--- src/rtl/sof_pkg.sv ---
// Shared constants, types and helper functions of the spectral onset function block.
package sof_pkg;

	// Store geometry.
	localparam int MAX_BINS = 1025;
	localparam int CHANNELS = 1;
	localparam int BIN_W    = $clog2(MAX_BINS);
	localparam int CNT_W    = $clog2(MAX_BINS + 1);
	localparam int CH_W     = (CHANNELS > 1) ? $clog2(CHANNELS) : 1;
	localparam int DEPTH    = CHANNELS * MAX_BINS;
	localparam int ADDR_W   = $clog2(DEPTH);
	localparam int CLR_W    = $clog2(DEPTH + 1);

	// Field widths.
	localparam int MAG_W      = 16;
	localparam int ACC_W      = 48;
	localparam int CHAN_OUT_W = 3;
	localparam int MODE_W     = 2;
	localparam int NB_W       = 11;
	localparam int TERM_W     = (2 * MAG_W > CNT_W + MAG_W) ? 2 * MAG_W : CNT_W + MAG_W;

	// Configuration port.
	localparam int PADDR_W   = 3;
	localparam int PDATA_W   = 32;
	localparam int REG_IDX_W = 1;
	localparam logic [REG_IDX_W-1:0] REG_MODE     = 1'b0;
	localparam logic [REG_IDX_W-1:0] REG_NUM_BINS = 1'b1;

	// Mode codes.
	localparam logic [MODE_W-1:0] MODE_ENERGY = 2'd0;
	localparam logic [MODE_W-1:0] MODE_HFC    = 2'd1;
	localparam logic [MODE_W-1:0] MODE_FLUX   = 2'd2;

	// Register reset values.
	localparam logic [MODE_W-1:0] MODE_RST     = MODE_HFC;
	localparam logic [NB_W-1:0]   NUM_BINS_RST = 11'd513;

	localparam logic [ACC_W-1:0] ACC_SAT = {ACC_W{1'b1}};

	// Register contents seen by the datapath.
	typedef struct packed {
		logic [MODE_W-1:0] mode;
		logic [NB_W-1:0]   num_bins;
	} cfg_t;

	// One read and one write request to the magnitude store.
	typedef struct packed {
		logic              rd_en;
		logic [ADDR_W-1:0] rd_addr;
		logic              wr_en;
		logic [ADDR_W-1:0] wr_addr;
		logic [MAG_W-1:0]  wr_data;
	} store_req_t;

	// One per-bin term on its way to the accumulator.
	typedef struct packed {
		logic              last;
		logic [CH_W-1:0]   ch;
		logic [TERM_W-1:0] term;
	} term_word_t;

	// Bins per frame, clamped to 1..MAX_BINS.
	function automatic logic [CNT_W-1:0] sof_eff_bins(input logic [NB_W-1:0] num_bins);
		logic [31:0] nb;
		nb = 32'(num_bins);
		if (nb == 32'd0) begin
			return CNT_W'(1);
		end
		if (nb > 32'(MAX_BINS)) begin
			return CNT_W'(MAX_BINS);
		end
		return CNT_W'(nb);
	endfunction

endpackage

--- src/rtl/sof_cfg.sv ---
// Configuration registers behind the APB-style port.
module sof_cfg
	import sof_pkg::*;
(
	input  logic               clk,
	input  logic               arst_n,
	input  logic               psel,
	input  logic               penable,
	input  logic               pwrite,
	input  logic [PADDR_W-1:0] paddr,
	input  logic [PDATA_W-1:0] pwdata,
	output logic [PDATA_W-1:0] prdata,
	output logic               pready,
	output cfg_t               cfg
);

	logic [MODE_W-1:0]    mode_q;
	logic [NB_W-1:0]      num_bins_q;
	logic [REG_IDX_W-1:0] reg_idx;
	logic                 wr_en;

	assign pready  = 1'b1;
	assign reg_idx = paddr[PADDR_W-1:2];
	assign wr_en   = psel && penable && pwrite && pready;

	// Register writes in the access cycle.
	always_ff @(posedge clk or negedge arst_n) begin
		if (!arst_n) begin
			mode_q     <= MODE_RST;
			num_bins_q <= NUM_BINS_RST;
		end else if (wr_en) begin
			unique case (reg_idx)
				REG_MODE:     mode_q     <= pwdata[MODE_W-1:0];
				REG_NUM_BINS: num_bins_q <= pwdata[NB_W-1:0];
				default:      ;
			endcase
		end
	end

	// Read-back multiplexer.
	always_comb begin
		unique case (reg_idx)
			REG_MODE:     prdata = PDATA_W'(mode_q);
			REG_NUM_BINS: prdata = PDATA_W'(num_bins_q);
			default:      prdata = '0;
		endcase
	end

	assign cfg.mode     = mode_q;
	assign cfg.num_bins = num_bins_q;

endmodule

--- config.mk ---
export PLATFORM = sky130hd
export DESIGN_NAME = sof_cfg
export DESIGN_NICKNAME = d
export VERILOG_FILES = /design/src/rtl/sof_pkg.sv /design/src/rtl/sof_cfg.sv
export SDC_FILE = /design/constraint.sdc
export NUM_CORES = 1
export LEC_CHECK = 0
export ABC_AREA = 1
export ABC_CLOCK_PERIOD_IN_PS = 1600
export BUFFER_PORTS_ARGS = -buffer_cell sky130_fd_sc_hd__buf_2
export CORE_ASPECT_RATIO = 1.1
export CORE_UTILIZATION = 25
export CTS_CLUSTER_SIZE = 16
export DETAILED_ROUTE_END_ITERATION = 16
export SYNTH_ARGS = -nofsm -noshare
export SYNTH_HDL_FRONTEND = slang
export SYNTH_SLANG_ARGS = --single-unit
--- constraint.sdc ---
create_clock -name clk -period 1.6 [get_ports clk]
set_input_delay 0.24 -clock clk [delete_from_list [all_inputs] [get_ports clk]]
set_output_delay 0.24 -clock clk [all_outputs]
set_load 0.01 [all_outputs]
# Word-level counts from Yosys, hierarchy flattened
# Index checks and enable logic that the tools add are counted.
word_totals:
  ff_bits: 13
  out_inout_bits: 46
  elab_cells: 8
classes:
  muxes: 1
  n_bitwise: 1
  n_reduce_logical: 4
op_table:
  columns: ["op", "count"]
  rows:
  - ["case mux 32 bit (2 select lines)", 1]
  - ["AND reduction 2 bit", 2]
  - ["logical AND 1 bit", 2]
  - ["inverter 1 bit", 1]

# Longest topological paths before layout
logic_depth:
  depth_word: 3
  depth_mapped: 5
  mapped_depth_nobuf: 4

# Worst setup path before layout
# OpenSTA, ideal clock, no wires.
synth_timing:
  path_kind: "register -> output"
  from: "register num_bins_q[0]"
  to: "output prdata[0]"
  t_arrival_ps: 697
  required_time_ps: 1360
  path_slack_ps: 663
  path_stages_with_launch: 3
  cell_sequence: "dfstp_2 nand2_1 nand2_1"
synth_via:
  elab_chain_cells: 1
synth_lines:
  columns: ["item", "line", "text"]
  rows:
  - ["from (decl)", "sof_cfg.sv:18", "logic [NB_W-1:0] num_bins_q;"]
  - ["from (signal assigned)", "sof_cfg.sv:34", "REG_NUM_BINS: num_bins_q <= pwdata[NB_W-1:0];"]
  - ["case mux 32 bit (2 select lines)", "sof_cfg.sv:42", "unique case (reg_idx)"]
  - ["to (decl)", "sof_cfg.sv:12", "output logic [PDATA_W-1:0] prdata,"]
# Every way passes these cells. The select of a mux whose other input is x is not followed.

# Final worst setup path
# Ends and elaborated chain as after synthesis.

==> impl_metrics.json <==
{
  "status": "completed",
  "drt-pass1-iter-count": 3,
  "initial_utilization": 0.2648,
  "grt_usage": 0.1082,
  "cts_inserted_buffers": 3,
  "placed_area_um2": 952.2,
  "setup_viol": 0,
  "cts_resized": 0,
  "stdcell_area_um2": 988.4,
  "insertion_delay_ps": 270,
  "cpMostUsedCell": "nand2_1",
  "synth_top_area_cell": "dfrtp_1",
  "routed_via_density": 3.914,
  "worst-path-buf-inv": 1,
  "critPathKind": "reg -> out",
  "syn-cell-area_um2": 807.0,
  "switching_share": 0.3495,
  "finalHoldViolCount": 0,
  "root_buffer": "clkbuf_4",
  "min_path_cells": 3,
  "drt-total-wl_um": 1734,
  "num_io_pins": 86,
  "end_kind": "output pin",
  "crit_arrival_ps": 1050,
  "max_freq_mhz": 776.1,
  "crit_cells": 3,
  "cts_max_level": 1,
  "finClkSkew_ps": 0,
  "crit_end": "prdata[0]",
  "final.setup.tns_ps": 0,
  "yosysWarnings": 0,
  "post-route-period-util": 0.8053,
  "hpwl_um": 1338,
  "syn_to_final_growth_pct": 22.48,
  "rsz0062_at_grt": "no",
  "seqPwrFrac": 0.469,
  "critPathLaunch": "num_bins_q[0]",
  "rows": 21,
  "num_vias": 724,
  "synth_area_leaders": "dfrtp_1, buf_4, nand2_1",
  "switchingPower_w": 0.0003315,
  "seq_area_frac_synth": 0.4078,
  "fin_nets": 192,
  "grt_max_degree": 15,
  "antenna_found_initial": 0,
  "grt_pass1_vias": 639,
  "dieArea_um2": 3460,
  "p_int_w": 0.0006168,
  "slowest_stage": "dfstp_2",
  "numPortBuffers": 40,
  "postCtsSetupRepairBufs": 0,
  "synth-seq-cells": 13,
  "power.leakage_nw": 0.6679,
  "finalMaxSlewViolations": 0,
  "crit_family": "flip-flops",
  "grt_pass1_wl_um": 2801,
  "antenna_cells": 0,
  "max_slew_margin": 0.6519,
  "p_clk_frac": 0.216,
  "fp.dieH_um": 61.59,
  "required_ps": 1360,
  "path_max_fanout": 3,
  "p_comb_frac": 0.314,
  "dr.first_iter.drc_count": 26,
  "period_minus_slack_ps": 1288,
  "ant_nets": 0,
  "cts_buffer_depth": 2,
  "start_kind": "flop",
  "syn_area_per_cell_um2": 7.337,
  "ff2ff_setup_slack_ps": 870,
  "ir_drop_v": 0.0003688,
  "worst-slew-pin-transition_ps": 520.6,
  "clk_pin_slew_ps": 80,
  "r2r-end": "num_bins_q[9]",
  "yosysTopAreaCellShare": 0.3101,
  "route.detailed.drc": 0,
  "holdBufCountCts": 1,
  "grt-ovfl-total": 0,
  "cpPeakStageDelay_ps": 550,
  "r2r_cells": 2,
  "final_cell_mix": "nand2_1, buf_2, conb_1",
  "route.detailed.wl_per_inst_um": 9.373,
  "cts_sinks": 13,
  "yosysUniqueCellTypes": 10,
  "crit_chain": "nand2_1, nand2_1, buf_2",
  "hold_class": "in -> reg",
  "cap_violations": 0,
  "drive_gt1_frac": 0.3245,
  "place.gp.congestion": 0.6564,
  "die_w_um": 56.17,
  "r2r-start": "num_bins_q[9]",
  "core-area_um2": 3048,
  "syn_inst": 110,
  "power_density_nw_per_um2": 959.4,
  "final_common_cell": "nand2_1",
  "cts_tree": "built"
}
==> cells in the mapped netlist <==
cell	count
nand2_1	42
buf_4	23
nand3_1	13
inv_1	11
dfrtp_1	10
buf_2	3
dfstp_2	3
conb_1	2
nand4_1	2
nor2_2	1
==> power by group through the flow <==
stage / sequential [W] / clock [W] / combinational (W)
3_5_place_dp: 0.000453 / 0 / 0.000301
5_1_grt: 0.000458 / 0.000233 / 0.000344
4_1_cts: 0.000447 / 0.000220 / 0.000303
2_1_floorplan: 0.000480 / 0 / 0.000172
6_report: 0.000445 / 0.000205 / 0.000298
3_3_place_gp: 0.000452 / 0 / 0.000296
==> registers in the layout, indices dropped and copies added (netlist names) <==
register    flops
num_bins_q     11
mode_q          2
==> how the worst min path moves through the flow <==
stage / endpoint / start
after global routing: num_bins_q[9] / pwdata[9]
after detailed placement: num_bins_q[7] / arst_n
final: num_bins_q[9] / pwdata[9]
after global placement: num_bins_q[7] / arst_n
after CTS: num_bins_q[9] / pwdata[9]
after floorplan: mode_q[1] / arst_n
==> cells by family after synthesis <==
group / count (synthesis) / share of synthesized area
other cells: 2 / 0.009306
buf+inv: 37 / 0.2837
simple gates: 58 / 0.2992
flops: 13 / 0.4078
==> routing by layer <==
metal / track usage / routed length, um
met1: 0.1208 / 774
met2: 0.1956 / 824
met3: 0.02311 / 124
met4: 0.06272 / 10
met5: 0 / 0
==> worst register-to-register path, cell delays in order (launching register included) <==
cell and delay, ps:
dfstp_2 550, nand2_1 60, nand2_1 80
==> cell type report <==
cell class                      count  area [um2]
Clock buffer                        4       26.28
Fill cell                         344        2059
Inverter                           11       41.29
Multi-Input combinational cell     80       324.1
Sequential cell                    13       329.1
Tap cell                           34       42.54
Timing Repair Buffer               43       225.2
==> metrics by stage <==
step	total power [W]	hold WS, ps	setup WS, ps	std cells	util
floorplan	0.0006516	-55.59	663.0	130	-
global placement	0.0007476	146.4	289.7	180	0.3124
detailed placement	0.0007537	153.6	302.8	180	0.3124
CTS	0.0009707	167.6	289.8	185	0.3243
global route	0.001035	183.9	244.1	185	0.3243
finish	0.0009483	177.9	311.5	185	0.3243
No activity file was read; power rests on OpenSTA's default activity.
