[src/rtl/sof_pkg.sv]
// Shared constants, types and helper functions of the spectral onset function block.
package sof_pkg;

	// Store geometry.
	localparam int MAX_BINS = 1025;
	localparam int CHANNELS = 1;
	localparam int BIN_W    = $clog2(MAX_BINS);
	localparam int CNT_W    = $clog2(MAX_BINS + 1);
	localparam int CH_W     = (CHANNELS > 1) ? $clog2(CHANNELS) : 1;
	localparam int DEPTH    = CHANNELS * MAX_BINS;
	localparam int ADDR_W   = $clog2(DEPTH);
	localparam int CLR_W    = $clog2(DEPTH + 1);

	// Field widths.
	localparam int MAG_W      = 16;
	localparam int ACC_W      = 48;
	localparam int CHAN_OUT_W = 3;
	localparam int MODE_W     = 2;
	localparam int NB_W       = 11;
	localparam int TERM_W     = (2 * MAG_W > CNT_W + MAG_W) ? 2 * MAG_W : CNT_W + MAG_W;

	// Configuration port.
	localparam int PADDR_W   = 3;
	localparam int PDATA_W   = 32;
	localparam int REG_IDX_W = 1;
	localparam logic [REG_IDX_W-1:0] REG_MODE     = 1'b0;
	localparam logic [REG_IDX_W-1:0] REG_NUM_BINS = 1'b1;

	// Mode codes.
	localparam logic [MODE_W-1:0] MODE_ENERGY = 2'd0;
	localparam logic [MODE_W-1:0] MODE_HFC    = 2'd1;
	localparam logic [MODE_W-1:0] MODE_FLUX   = 2'd2;

	// Register reset values.
	localparam logic [MODE_W-1:0] MODE_RST     = MODE_HFC;
	localparam logic [NB_W-1:0]   NUM_BINS_RST = 11'd513;

	localparam logic [ACC_W-1:0] ACC_SAT = {ACC_W{1'b1}};

	// Register contents seen by the datapath.
	typedef struct packed {
		logic [MODE_W-1:0] mode;
		logic [NB_W-1:0]   num_bins;
	} cfg_t;

	// One read and one write request to the magnitude store.
	typedef struct packed {
		logic              rd_en;
		logic [ADDR_W-1:0] rd_addr;
		logic              wr_en;
		logic [ADDR_W-1:0] wr_addr;
		logic [MAG_W-1:0]  wr_data;
	} store_req_t;

	// One per-bin term on its way to the accumulator.
	typedef struct packed {
		logic              last;
		logic [CH_W-1:0]   ch;
		logic [TERM_W-1:0] term;
	} term_word_t;

	// Bins per frame, clamped to 1..MAX_BINS.
	function automatic logic [CNT_W-1:0] sof_eff_bins(input logic [NB_W-1:0] num_bins);
		logic [31:0] nb;
		nb = 32'(num_bins);
		if (nb == 32'd0) begin
			return CNT_W'(1);
		end
		if (nb > 32'(MAX_BINS)) begin
			return CNT_W'(MAX_BINS);
		end
		return CNT_W'(nb);
	endfunction

endpackage

[src/rtl/sof_accum.sv]
// Term register, saturating frame accumulator and output word register.
module sof_accum
	import sof_pkg::*;
(
	input  logic                  clk,
	input  logic                  arst_n,
	input  logic                  in_valid,
	input  term_word_t            in_word,
	output logic                  in_ready,
	output logic                  m_tvalid,
	input  logic                  m_tready,
	output logic [ACC_W-1:0]      m_tdata,
	output logic [CHAN_OUT_W-1:0] m_tuser
);

	logic                  valid_s2;
	term_word_t            word_s2;
	logic [ACC_W-1:0]      acc_q;
	logic                  out_valid_q;
	logic [ACC_W-1:0]      out_data_q;
	logic [CHAN_OUT_W-1:0] out_ch_q;
	logic                  take_s2;
	logic [ACC_W:0]        sum;
	logic [ACC_W-1:0]      sum_sat;

	// The term stage drains unless it closes a frame while the output word waits.
	assign take_s2  = valid_s2 && (!word_s2.last || !out_valid_q || m_tready);
	assign in_ready = !valid_s2 || take_s2;

	// Saturating addition of the term to the running sum.
	assign sum     = {1'b0, acc_q} + (ACC_W + 1)'(word_s2.term);
	assign sum_sat = sum[ACC_W] ? ACC_SAT : sum[ACC_W-1:0];

	// Term stage.
	always_ff @(posedge clk or negedge arst_n) begin
		if (!arst_n) begin
			valid_s2 <= 1'b0;
		end else if (in_ready) begin
			valid_s2 <= in_valid;
		end
	end

	always_ff @(posedge clk) begin
		if (in_ready && in_valid) begin
			word_s2 <= in_word;
		end
	end

	// Accumulator and output word.
	always_ff @(posedge clk or negedge arst_n) begin
		if (!arst_n) begin
			acc_q       <= '0;
			out_valid_q <= 1'b0;
		end else begin
			if (take_s2 && word_s2.last) begin
				out_valid_q <= 1'b1;
			end else if (m_tready) begin
				out_valid_q <= 1'b0;
			end
			if (take_s2) begin
				acc_q <= word_s2.last ? '0 : sum_sat;
			end
		end
	end

	always_ff @(posedge clk) begin
		if (take_s2 && word_s2.last) begin
			out_data_q <= sum_sat;
			out_ch_q   <= CHAN_OUT_W'(word_s2.ch);
		end
	end

	assign m_tvalid = out_valid_q;
	assign m_tdata  = out_data_q;
	assign m_tuser  = out_ch_q;

	// A frame end is held back only by an output word that is not taken.
	a_stall_only_on_full_output: assert property (
		@(posedge clk) disable iff (!arst_n)
		(valid_s2 && !in_ready) |-> (m_tvalid && !m_tready && word_s2.last)
	) else $error("term stage stalled without a blocked output word");

endmodule
[config.mk]
export PLATFORM = sky130hd
export DESIGN_NAME = sof_accum
export DESIGN_NICKNAME = d
export VERILOG_FILES = /design/src/rtl/sof_pkg.sv /design/src/rtl/sof_accum.sv
export SDC_FILE = /design/constraint.sdc
export NUM_CORES = 1
export LEC_CHECK = 0
export CAP_MARGIN = 10
export CORE_ASPECT_RATIO = 1.2
export CORE_MARGIN = 4
export CORE_UTILIZATION = 50
export DETAILED_ROUTE_END_ITERATION = 6
export DONT_BUFFER_PORTS = 1
export PLACE_DENSITY = 0.68
export SETUP_SLACK_MARGIN = 0.2
export SYNTH_ARGS = -nofsm -noshare
export SYNTH_HDL_FRONTEND = slang
export SYNTH_SLANG_ARGS = --single-unit
[constraint.sdc]
create_clock -name clk -period 3 [get_ports clk]
set_input_delay 0.6 -clock clk [delete_from_list [all_inputs] [get_ports clk]]
set_output_delay 0.6 -clock clk [all_outputs]
set_load 0.02 [all_outputs]
Word level (Yosys, flattened, before mapping)
Cells that the tools add are included.

Bits in read-only memories: 0. Logic and storage cells: 23. Latch bits: 0. Memories kept: 0. Output and inout port bits: 53. Input bits: 38. RAM bits: 0. Register bits after elaboration: 133.

Div/mod/pow operators: 0. Shift operators: 0. Bitwise gates (word level): 0. Reduce and logical (&&, ||, !) cells: 10. $mul: 0. $lt $le $gt $ge: 0. $add $sub $neg: 1. Equal/unequal tests: 0. Muxes and demuxes: 4.

Operators by type and width (number): 2-to-1 mux 48 bit (2); adder 48 x 32 -> 49 bit (1); logical AND 1 bit (3); logical NOT 1 bit (3); logical OR 1 bit (3); 2-to-1 mux 1 bit (2); nonzero test 2 bit (1).

Logic depth before layout (Yosys ltp)
Gate-level depths: netlist (run 1).

Depth after elaboration: 6. Gate-level depth with buffers: 12. Depth with buffers taken out: 10.

Worst setup path before layout (run 1)
No wires, ideal clock.

Path kind: flip-flop to flip-flop. Start point: reg word_s2[0] (netlist name). End point: reg out_data_q[39] (netlist: m_tdata[39]), data pin. Slack: 77 ps. Path buffers: 2. Required time: 2740 ps. Stages on the path, launching flop included: 13. Arrival time: 2663 ps. Library setup time: 260 ps. Period minus slack after synthesis: 2923 ps. Cell sequence: edfxtp_1 > ha_1 > fa_1 > a211oi_1 > o21a_1 > a21o_4 > a21boi_2 > o211ai_2 > a21bo_2 > buf_2 > buf_2 > nand2_1 > mux2_2.

Cells in the longest elaborated chain, start to end: 2.

RTL lines: start: declaration (line sof_accum.sv:17) `term_word_t word_s2;`; start signal: assignment (line sof_accum.sv:45) `word_s2 <= in_word;`; adder 48 x 32 -> 49 bit (line sof_accum.sv:31) `assign sum = {1'b0, acc_q} + (ACC_W + 1)'(word_s2.term);`; 2-to-1 mux 48 bit (line sof_accum.sv:32) `assign sum_sat = sum[ACC_W] ? ACC_SAT : sum[ACC_W-1:0];`; net sum_sat[39] (line sof_accum.sv:24) `logic [ACC_W-1:0] sum_sat;`; end signal: assignment (line sof_accum.sv:68) `out_data_q <= sum_sat;`; end: declaration (line sof_accum.sv:20) `logic [ACC_W-1:0] out_data_q;`.

The timed path passes the listed nets, and every way through them passes these cells. A chain may end at the register's enable or synchronous reset.

Final worst setup path (run 1)
Start point: reg word_s2[1] (netlist name). End point: reg out_data_q[39] (netlist: m_tdata[39]), data pin.

The elaborated chain is that of the path after synthesis.

==> results of run 1 <==
per-stage QoR:
step	power [mW]	util (%)
floorplan	4.968	-
global placement	5.769	54.25
detailed placement	5.809	54.25
CTS	8.143	60.46
global route	8.951	63.71
finish	8.458	63.71
sequential cells by signal, indices dropped and copies added (netlist names):
name and cells:
m_tdata 48, m_tvalid 1, valid_s2 1, word_s2 34
acc_q 48, m_tuser 1
layout make-up:
class	instances	area, um^2
Inverter	7	26.28
Timing Repair Buffer	55	524.3
Clock inverter	8	98.84
Clock buffer	24	491.7
Fill cell	1074	5015
Multi-Input combinational cell	470	3706
Sequential cell	133	3744
Tap cell	171	214.0
layer usage:
layer  GRT usage, %  up-vias  wire length (um)
li1               -     2510                 -
met1          29.36     2697              7604
met2          38.75      172              9746
met3          5.638       48               805
met4          8.514        2               533
met5              0        -                13
critical path, delay by kind of cell (launching register included):
kind                     cells  cell delay, ps
AO/OA/AOI/OAI                6            1150
adder cells (fa/ha/maj)      1             380
multiplexers                 1             260
AND/OR/NAND/NOR              1              60
flip-flops                   1             440
buffers and inverters        2             300
cells by family (layout without fill, tap and decap cells):
logic type               after synthesis  after routing  synth area share (%)
AO/OA/AOI/OAI                        203            203                 19.93
XOR/XNOR                              34             34                 4.202
adder cells (fa/ha/maj)               33             33                 5.932
buffers and inverters                 36             94                 2.383
flip-flops                           133            133                 52.82
multiplexers                           3              3                0.4767
other                                  1              2               0.05292
AND/OR/NAND/NOR                      195            195                 14.19
what timing repair did:
| action | CTS | global route |
|---|---|---|
| cloned | 0 | 3 |
| hold buffers | 1 | 0 |
| buffers inserted | 2 | 9 |
| hold endpoints to repair | 50 | 0 |
| pin swaps | 9 | 23 |
| resized for setup | 39 | 56 |
| endpoints found under the setup margin | 82 | 67 |
synthesized netlist by cell type (all sizes together), types with 15 or more instances:
| master | number | area, um^2 |
|---|---|---|
| o21ai | 40 | 207.7 |
| edfxtp | 83 | 2492 |
| dfrtp | 50 | 1251 |
| xnor2 | 19 | 166.4 |
| buf | 15 | 90.08 |
| a22o | 28 | 245.2 |
| nor3 | 16 | 85.08 |
| xor2 | 15 | 131.4 |
| and3 | 15 | 93.84 |
| a21oi | 49 | 249.0 |
| ha | 32 | 400.4 |
| a21o | 15 | 120.1 |
| nor2 | 21 | 81.33 |
| nand2 | 81 | 304.0 |
power groups by stage:
| stage | clock network [mW] | logic, mW | registers, mW |
|---|---|---|---|
| floorplan | 0 | 2.18 | 2.79 |
| global placement | 0 | 2.92 | 2.85 |
| detailed placement | 0 | 2.95 | 2.86 |
| CTS | 2.09 | 3.19 | 2.86 |
| global route | 2.18 | 3.84 | 2.93 |
| finish | 2.07 | 3.51 | 2.88 |
worst paths after layout:
path,start,endpoint,slack (ps),cells after the start
max in group asynchronous,arst_n,acc_q[18],2710,1
min in group clk,in_word[2],word_s2[2],270,0
worst min-delay path,arst_n,acc_q[39],30,1
worst max register to register,word_s2[1],m_tdata[39],150,11
worst max-delay path,word_s2[1],m_tdata[39],150,11
worst min register to register,word_s2[32],m_tuser[0],430,0
==> impl_metrics.env, run 1 <==
export IMPL_drive_gt1_share_pct=25.68
export IMPL_setup_viol=0
export IMPL_ys_seq_area_share_pct=52.82
export IMPL_drt_iter0_drc=368
export IMPL_finalNetCount=755
export IMPL_outcome="completed"
export IMPL_crit_slowest_cell="edfxtp_1"
export IMPL_gp_congestion=0.9238
export IMPL_grt_total_usage_pct=23.33
export IMPL_yosys_warnings=0
export IMPL_drt_first_pass_iters=5
export IMPL_ir_worst_vdd_v=0.0005742
export IMPL_post_dp_cell_area_um2=7497
export IMPL_routed_wl_um=18700
export IMPL_clock_path_buffers=2
export IMPL_placed_cells=821
export IMPL_grt_pass1_wl_um=29300
export IMPL_n_antenna_cell=0
export IMPL_dr_total_vias=5429
export IMPL_via_per_inst=6.255
export IMPL_holdWs_ps=33.56
export IMPL_yosysUniqueCellTypes=71
export IMPL_most_common_layout_cells="edfxtp_1 (83), nand2_1 (80), dfrtp_1 (50)"
export IMPL_cp_max_fo=11
export IMPL_wire_per_inst_um=21.55
export IMPL_path_clk_slew_ps=60
export IMPL_swShare_pct=37.14
export IMPL_grt_overflow=0
export IMPL_synth_enable_flop_cells=83
export IMPL_fp_dieW_um=116.7
export IMPL_fin_ws_ps=150.5
export IMPL_grt_max_degree=51
export IMPL_rsz0062_at_grt="true"
export IMPL_p_sw_mw=3.141
export IMPL_critPathMaxStageDelay_ps=440
export IMPL_crit_required_ps=3170
export IMPL_maxSlewHeadroom_pct=48.98
export IMPL_grt_pass1_vias=5538
export IMPL_pin_count=91
export IMPL_core_area_um2=13820
export IMPL_final_common_cell="edfxtp_1"
export IMPL_fmax_ghz=0.3509
export IMPL_cts_root_buf="clkbuf_16"
export IMPL_total_leakage_power_nw=3.567
export IMPL_yosys_register_bits=133
export IMPL_worstMarginPinSlew_ps=757.4
export IMPL_insertion_delay_ps=420
export IMPL_synth_ff_type="edfxtp_1"
export IMPL_antenna_found_initial=1
export IMPL_cts_tree="yes"
export IMPL_port_buffers=0
export IMPL_path_class="register to register"
export IMPL_finalCriticalPeriod_ps=2849
export IMPL_drv_slew=0
export IMPL_final_hold_viol_count=0
export IMPL_fin_skew_ps=4.860
export IMPL_clockPowerShare_pct=24.5
export IMPL_drc=0
export IMPL_async_flop_share_pct=37.59
export IMPL_rows=47
export IMPL_cts_num_sinks=133
export IMPL_combPwrFrac_pct=41.4
export IMPL_intPower_mw=5.317
export IMPL_powerDensity_nw_per_um2=960.7
export IMPL_dpl_hpwl_um=12470
export IMPL_final_antenna_net_count=0
export IMPL_fin_cells=868
export IMPL_dpl_worst_slack_ps=6.014
export IMPL_die_h_um=138.4
export IMPL_worstPathArrival_ps=3020
export IMPL_die_area_um2=16150
export IMPL_end_kind="register"
export IMPL_maxCapViolations=0
export IMPL_crit_path_start_kind="register"
export IMPL_fin_crit_sh_pct=94.98
export IMPL_post_route_cell_area_um2=8805
export IMPL_netlist_instances=638
export IMPL_initial_utilization_pct=51.28
export IMPL_crit_chain="buf_6, fa_2, a211oi_2, o21a_1, a21o_4, a21boi_2, o211ai_2, a21bo_4, buf_12, nand2_1, mux2_2"
export IMPL_h_tree_depth=4
export IMPL_seq_power_share_pct=34.1
export IMPL_setup_tns_ps=0
export IMPL_synth_area_um2=7087
export IMPL_syn_avg_cell_area_um2=11.11
export IMPL_hp_class="primary input to async pin"
export IMPL_cts_buffers=17
export IMPL_area_growth_pct=24.24
(Power assumes the default switching activity.)
==> run 2: changes to the inputs <==
- CORE_MARGIN: 4 -> default
- HOLD_SLACK_MARGIN: default -> 0.05
==> run 2 against run 1 <==
Compared with the run above: clock power about the same; first-iteration DRC count fell by 6.5%; critical path depth unchanged; via count is 0.87% lower; non-clock buffer count rose by 3; critical path type unchanged; critical endpoint is now m_tdata[46]; largest power group unchanged.
==> impl_metrics.env, run 2 (same netlist as run 1, synthesis figures left out) <==
export IMPL_dpl_worst_slack_ps=32.24
export IMPL_setup_viol=0
export IMPL_dr_total_vias=5382
export IMPL_path_class="register to register"
export IMPL_final_common_cell="edfxtp_1"
export IMPL_clock_path_buffers=2
export IMPL_worstMarginPinSlew_ps=590.1
export IMPL_post_route_cell_area_um2=8742
export IMPL_crit_path_start_kind="register"
export IMPL_cts_tree="yes"
export IMPL_holdWs_ps=266.6
export IMPL_multi_input_area_um2=3602
export IMPL_cp_max_fo=5
export IMPL_pin_count=91
export IMPL_gp_congestion=0.9306
export IMPL_most_common_layout_cells="edfxtp_1 (83), nand2_1 (76), dfrtp_1 (50)"
export IMPL_powerDensity_nw_per_um2=950.8
export IMPL_cts_root_buf="clkbuf_16"
export IMPL_drt_first_pass_iters=4
export IMPL_area_growth_pct=23.36
export IMPL_end_kind="register"
export IMPL_fin_crit_sh_pct=94.95
export IMPL_maxSlewHeadroom_pct=60.24
export IMPL_n_antenna_cell=0
export IMPL_fin_skew_ps=7.983
export IMPL_grt_overflow=0
export IMPL_ir_worst_vdd_v=0.0005531
export IMPL_hp_class="primary input to register"
export IMPL_grt_total_usage_pct=25.57
export IMPL_cts_buffers=17
export IMPL_utilization_pct=63.26
export IMPL_drv_slew=0
export IMPL_rsz0062_at_grt="true"
export IMPL_total_leakage_power_nw=3.557
export IMPL_crit_required_ps=3180
export IMPL_fmax_ghz=0.3511
export IMPL_final_hold_viol_count=0
export IMPL_drive_gt1_share_pct=24.00
export IMPL_dpl_hpwl_um=12140
export IMPL_port_buffers=0
export IMPL_core_area_um2=13820
export IMPL_drc=0
export IMPL_insertion_delay_ps=430
export IMPL_placed_cells=816
export IMPL_initial_utilization_pct=51.28
export IMPL_fp_dieW_um=110.7
export IMPL_power_total_mw=8.312
export IMPL_grt_pass1_wl_um=28990
export IMPL_routed_wl_um=18330
export IMPL_path_clk_slew_ps=60
export IMPL_wire_per_inst_um=21.04
export IMPL_ff_latch_area_um2=3744
export IMPL_outcome="completed"
export IMPL_post_dp_cell_area_um2=7460
export IMPL_via_per_inst=6.179
export IMPL_die_area_um2=14660
export IMPL_setup_tns_ps=0
export IMPL_fin_ws_ps=151.5
export IMPL_antenna_found_initial=0
export IMPL_h_tree_depth=4
export IMPL_die_h_um=132.4
export IMPL_drt_iter0_drc=344
export IMPL_grt_pass1_vias=5518
export IMPL_grt_max_degree=51
export IMPL_final_antenna_net_count=0
export IMPL_cts_num_sinks=133
export IMPL_rows=47
export IMPL_fin_cells=871
export IMPL_finalCriticalPeriod_ps=2849
export IMPL_worstPathArrival_ps=3020
export IMPL_finalNetCount=758
export IMPL_fill_cells=1069
export IMPL_maxCapViolations=0
[run 2: cell types whose count changed in the layout (fill, tap and decap cells not counted), sizes merged]
cell / delta
clkbuf: -4
buf: +2
clkinv: +2
bufbuf: +1
bufinv: +1
dlygate4sd3: +1
[run 2: per-layer routing]
metal / up-vias / global-route usage (%) / share of wire (%)
met2: 174 / 43.79 / 51
met4: 0 / 11.33 / 3.3
met1: 2656 / 30.81 / 42
li1: 2507 / - / -
met5: - / 0 / 0
met3: 45 / 5.818 / 4.0
[run 2: layout make-up]
type / instances / share of cell area, %
Timing Repair Buffer: 58 / 6.655
Multi-Input combinational cell: 470 / 41.21
Clock inverter: 11 / 1.531
Sequential cell: 133 / 42.82
Clock buffer: 21 / 5.038
Tap cell: 171 / 2.447
Inverter: 7 / 0.3006
[run 2: final timing paths]
kind | startpoint | end | slack [ps] | cells past startpoint
max in group asynchronous | arst_n | acc_q[17] | 2060 | 2
setup reg to reg | word_s2[5] | m_tdata[46] | 150 | 11
setup / recovery | word_s2[5] | m_tdata[46] | 150 | 11
hold reg to reg | word_s2[32] | m_tuser[0] | 420 | 0
hold / removal | in_word[28] | word_s2[28] | 270 | 0
min in group asynchronous | arst_n | acc_q[46] | 700 | 2
[run 2: power by group]
part	switching (mW)	internal [mW]
sequential	0.407	2.46
combinational	1.91	1.47
clock	0.762	1.29
total	3.08	5.23
[run 2: repair_timing]
item                                    CTS  global route
gates resized for setup                  39            46
endpoints found under the setup margin   40            91
hold buffers                              2             0
pin swaps                                14            18
hold endpoints to repair                 50             0
cloned                                    1             1
setup buffers                            11             8
[run 2: worst max-delay path: stages (launching register included)]
cell and delay (ps):
edfxtp_1 460, ha_4 340, o211ai_1 120, o21a_1 240, a21o_4 240, a311oi_4 280, nor4b_4 80, buf_6 150
nor4_4 250, buf_6 170, and4_1 200, o21ai_1 60
==> run 3: changes to the inputs <==
- CORE_MARGIN: default -> 2
- MAX_ROUTING_LAYER: default -> met4
- PLACE_DENSITY: 0.68 -> default
- clock period: 3 -> 3.5 ns (I/O delays scaled with it)
==> run 3 against run 2 <==
Compared with the run above: clock-buffer cell count fell by 3; cell count is 4.9% lower; non-clock buffer count down 43; sequential cell count is the same; critical endpoint is now m_tdata[40].
==> impl_metrics.env, run 3 (same netlist as run 1, synthesis figures left out) <==
export IMPL_total_leakage_power_nw=3.276
export IMPL_drive_gt1_share_pct=11.43
export IMPL_drv_slew=0
export IMPL_cts_num_sinks=133
export IMPL_path_clk_slew_ps=60
export IMPL_core_area_um2=13820
export IMPL_fmax_ghz=0.3230
export IMPL_crit_required_ps=3670
export IMPL_dpl_worst_slack_ps=317.5
export IMPL_path_class="register to register"
export IMPL_dr_total_vias=5064
export IMPL_fin_crit_sh_pct=88.47
export IMPL_worstPathArrival_ps=3260
export IMPL_grt_total_usage_pct=23.93
export IMPL_grt_max_degree=51
export IMPL_end_kind="register"
export IMPL_area_growth_pct=11.76
export IMPL_die_area_um2=15150
export IMPL_drt_first_pass_iters=5
export IMPL_die_h_um=134.4
export IMPL_drt_iter0_drc=298
export IMPL_hp_class="primary input to async pin"
export IMPL_fin_skew_ps=9.718
export IMPL_cts_root_buf="clkbuf_16"
export IMPL_rows=47
export IMPL_worstMarginPinSlew_ps=920.6
export IMPL_grt_pass1_vias=5229
export IMPL_drc=0
export IMPL_h_tree_depth=4
export IMPL_pin_count=91
export IMPL_maxCapViolations=0
export IMPL_fin_ws_ps=403.6
export IMPL_powerDensity_nw_per_um2=833.9
export IMPL_finalNetCount=715
export IMPL_outcome="completed"
export IMPL_finalCriticalPeriod_ps=3096
export IMPL_final_common_cell="edfxtp_1"
export IMPL_dpl_hpwl_um=11470
export IMPL_via_per_inst=6.116
export IMPL_grt_pass1_wl_um=27430
export IMPL_wire_per_inst_um=20.16
export IMPL_final_hold_viol_count=0
export IMPL_cp_max_fo=6
export IMPL_fp_dieW_um=112.7
export IMPL_setup_viol=0
export IMPL_cts_buffers=17
export IMPL_grt_overflow=0
export IMPL_clock_path_buffers=2
export IMPL_insertion_delay_ps=430
export IMPL_port_buffers=0
export IMPL_crit_path_start_kind="register"
export IMPL_setup_tns_ps=0
export IMPL_cts_tree="yes"
export IMPL_most_common_layout_cells="edfxtp_1 (83), nand2_1 (81), dfrtp_1 (50)"
export IMPL_antenna_found_initial=1
export IMPL_final_antenna_net_count=0
export IMPL_gp_congestion=0.9221
export IMPL_routed_wl_um=16700
export IMPL_rsz0062_at_grt="true"
export IMPL_initial_utilization_pct=51.28
export IMPL_maxSlewHeadroom_pct=38.63
export IMPL_ir_worst_vdd_v=0.0005275
run 3: per-stage QoR:
step	power [mW]	hold slack (ps)	cells	cell area (um^2)	utilization, %
2_1_floorplan	4.254	400.3	639	7091	-
3_3_place_gp	4.751	401.3	794	7276	52.65
3_5_place_dp	4.771	404.5	794	7276	52.65
4_1_cts	6.609	136.8	826	7894	57.12
5_1_grt	6.998	143.3	828	7920	57.31
6_report	6.605	125.1	828	7920	57.31
run 3: what timing repair did:
action	4_1_cts	5_1_grt
hold endpoints to repair	50	0
resized for setup	0	3
hold buffers	1	0
endpoints found under the setup margin	0	29
buffers inserted	0	1
run 3: layer usage:
| layer | GRT usage [%] | vias to the layer above | wire, um | share of wire [%] |
|---|---|---|---|---|
| met3 | 4.790 | 17 | 732 | 4.4 |
| met1 | 30.70 | 2482 | 7624 | 46 |
| li1 | - | 2436 | - | - |
| met2 | 38.19 | 129 | 8106 | 49 |
| met5 | - | - | 0 | 0 |
| met4 | 8.198 | 0 | 233 | 1.4 |
run 3: path summary, 6_finish.rpt:
check / endpoint / depth (start not counted) / slack, ps / startpoint
worst max-delay path: m_tdata[40] / 11 / 400 / word_s2[0]
worst min-delay path: acc_q[3] / 1 / 130 / arst_n
worst max register to register: m_tdata[40] / 11 / 400 / word_s2[0]
worst min register to register: m_tuser[0] / 0 / 420 / word_s2[32]
max in group asynchronous: acc_q[26] / 1 / 3120 / arst_n
min in group clk: word_s2[15] / 0 / 360 / in_word[15]
run 3: cell type report:
class / count / area (um^2)
Inverter: 7 / 26.28
Fill cell: 1193 / 5899
Tap cell: 171 / 214.0
Clock buffer: 18 / 429.2
Antenna cell: 1 / 2.502
Timing Repair Buffer: 15 / 148.9
Clock inverter: 13 / 161.4
Multi-Input combinational cell: 470 / 3194
Sequential cell: 133 / 3744
run 3: power breakdown:
| group | switching, mW | internal (mW) |
|---|---|---|
| sequential | 0.309 | 2.11 |
| clock | 0.680 | 1.11 |
| combinational | 1.44 | 0.956 |
run 3: worst max-delay path: stages, from the launching register on:
cell      delay [ps]
edfxtp_1         380
ha_1             250
fa_1             430
a211oi_1         310
o21a_1           240
a21o_4           170
a311oi_4         110
nor4b_4          260
buf_4            190
nor2_2            90
nand2_1           70
mux2_1           320
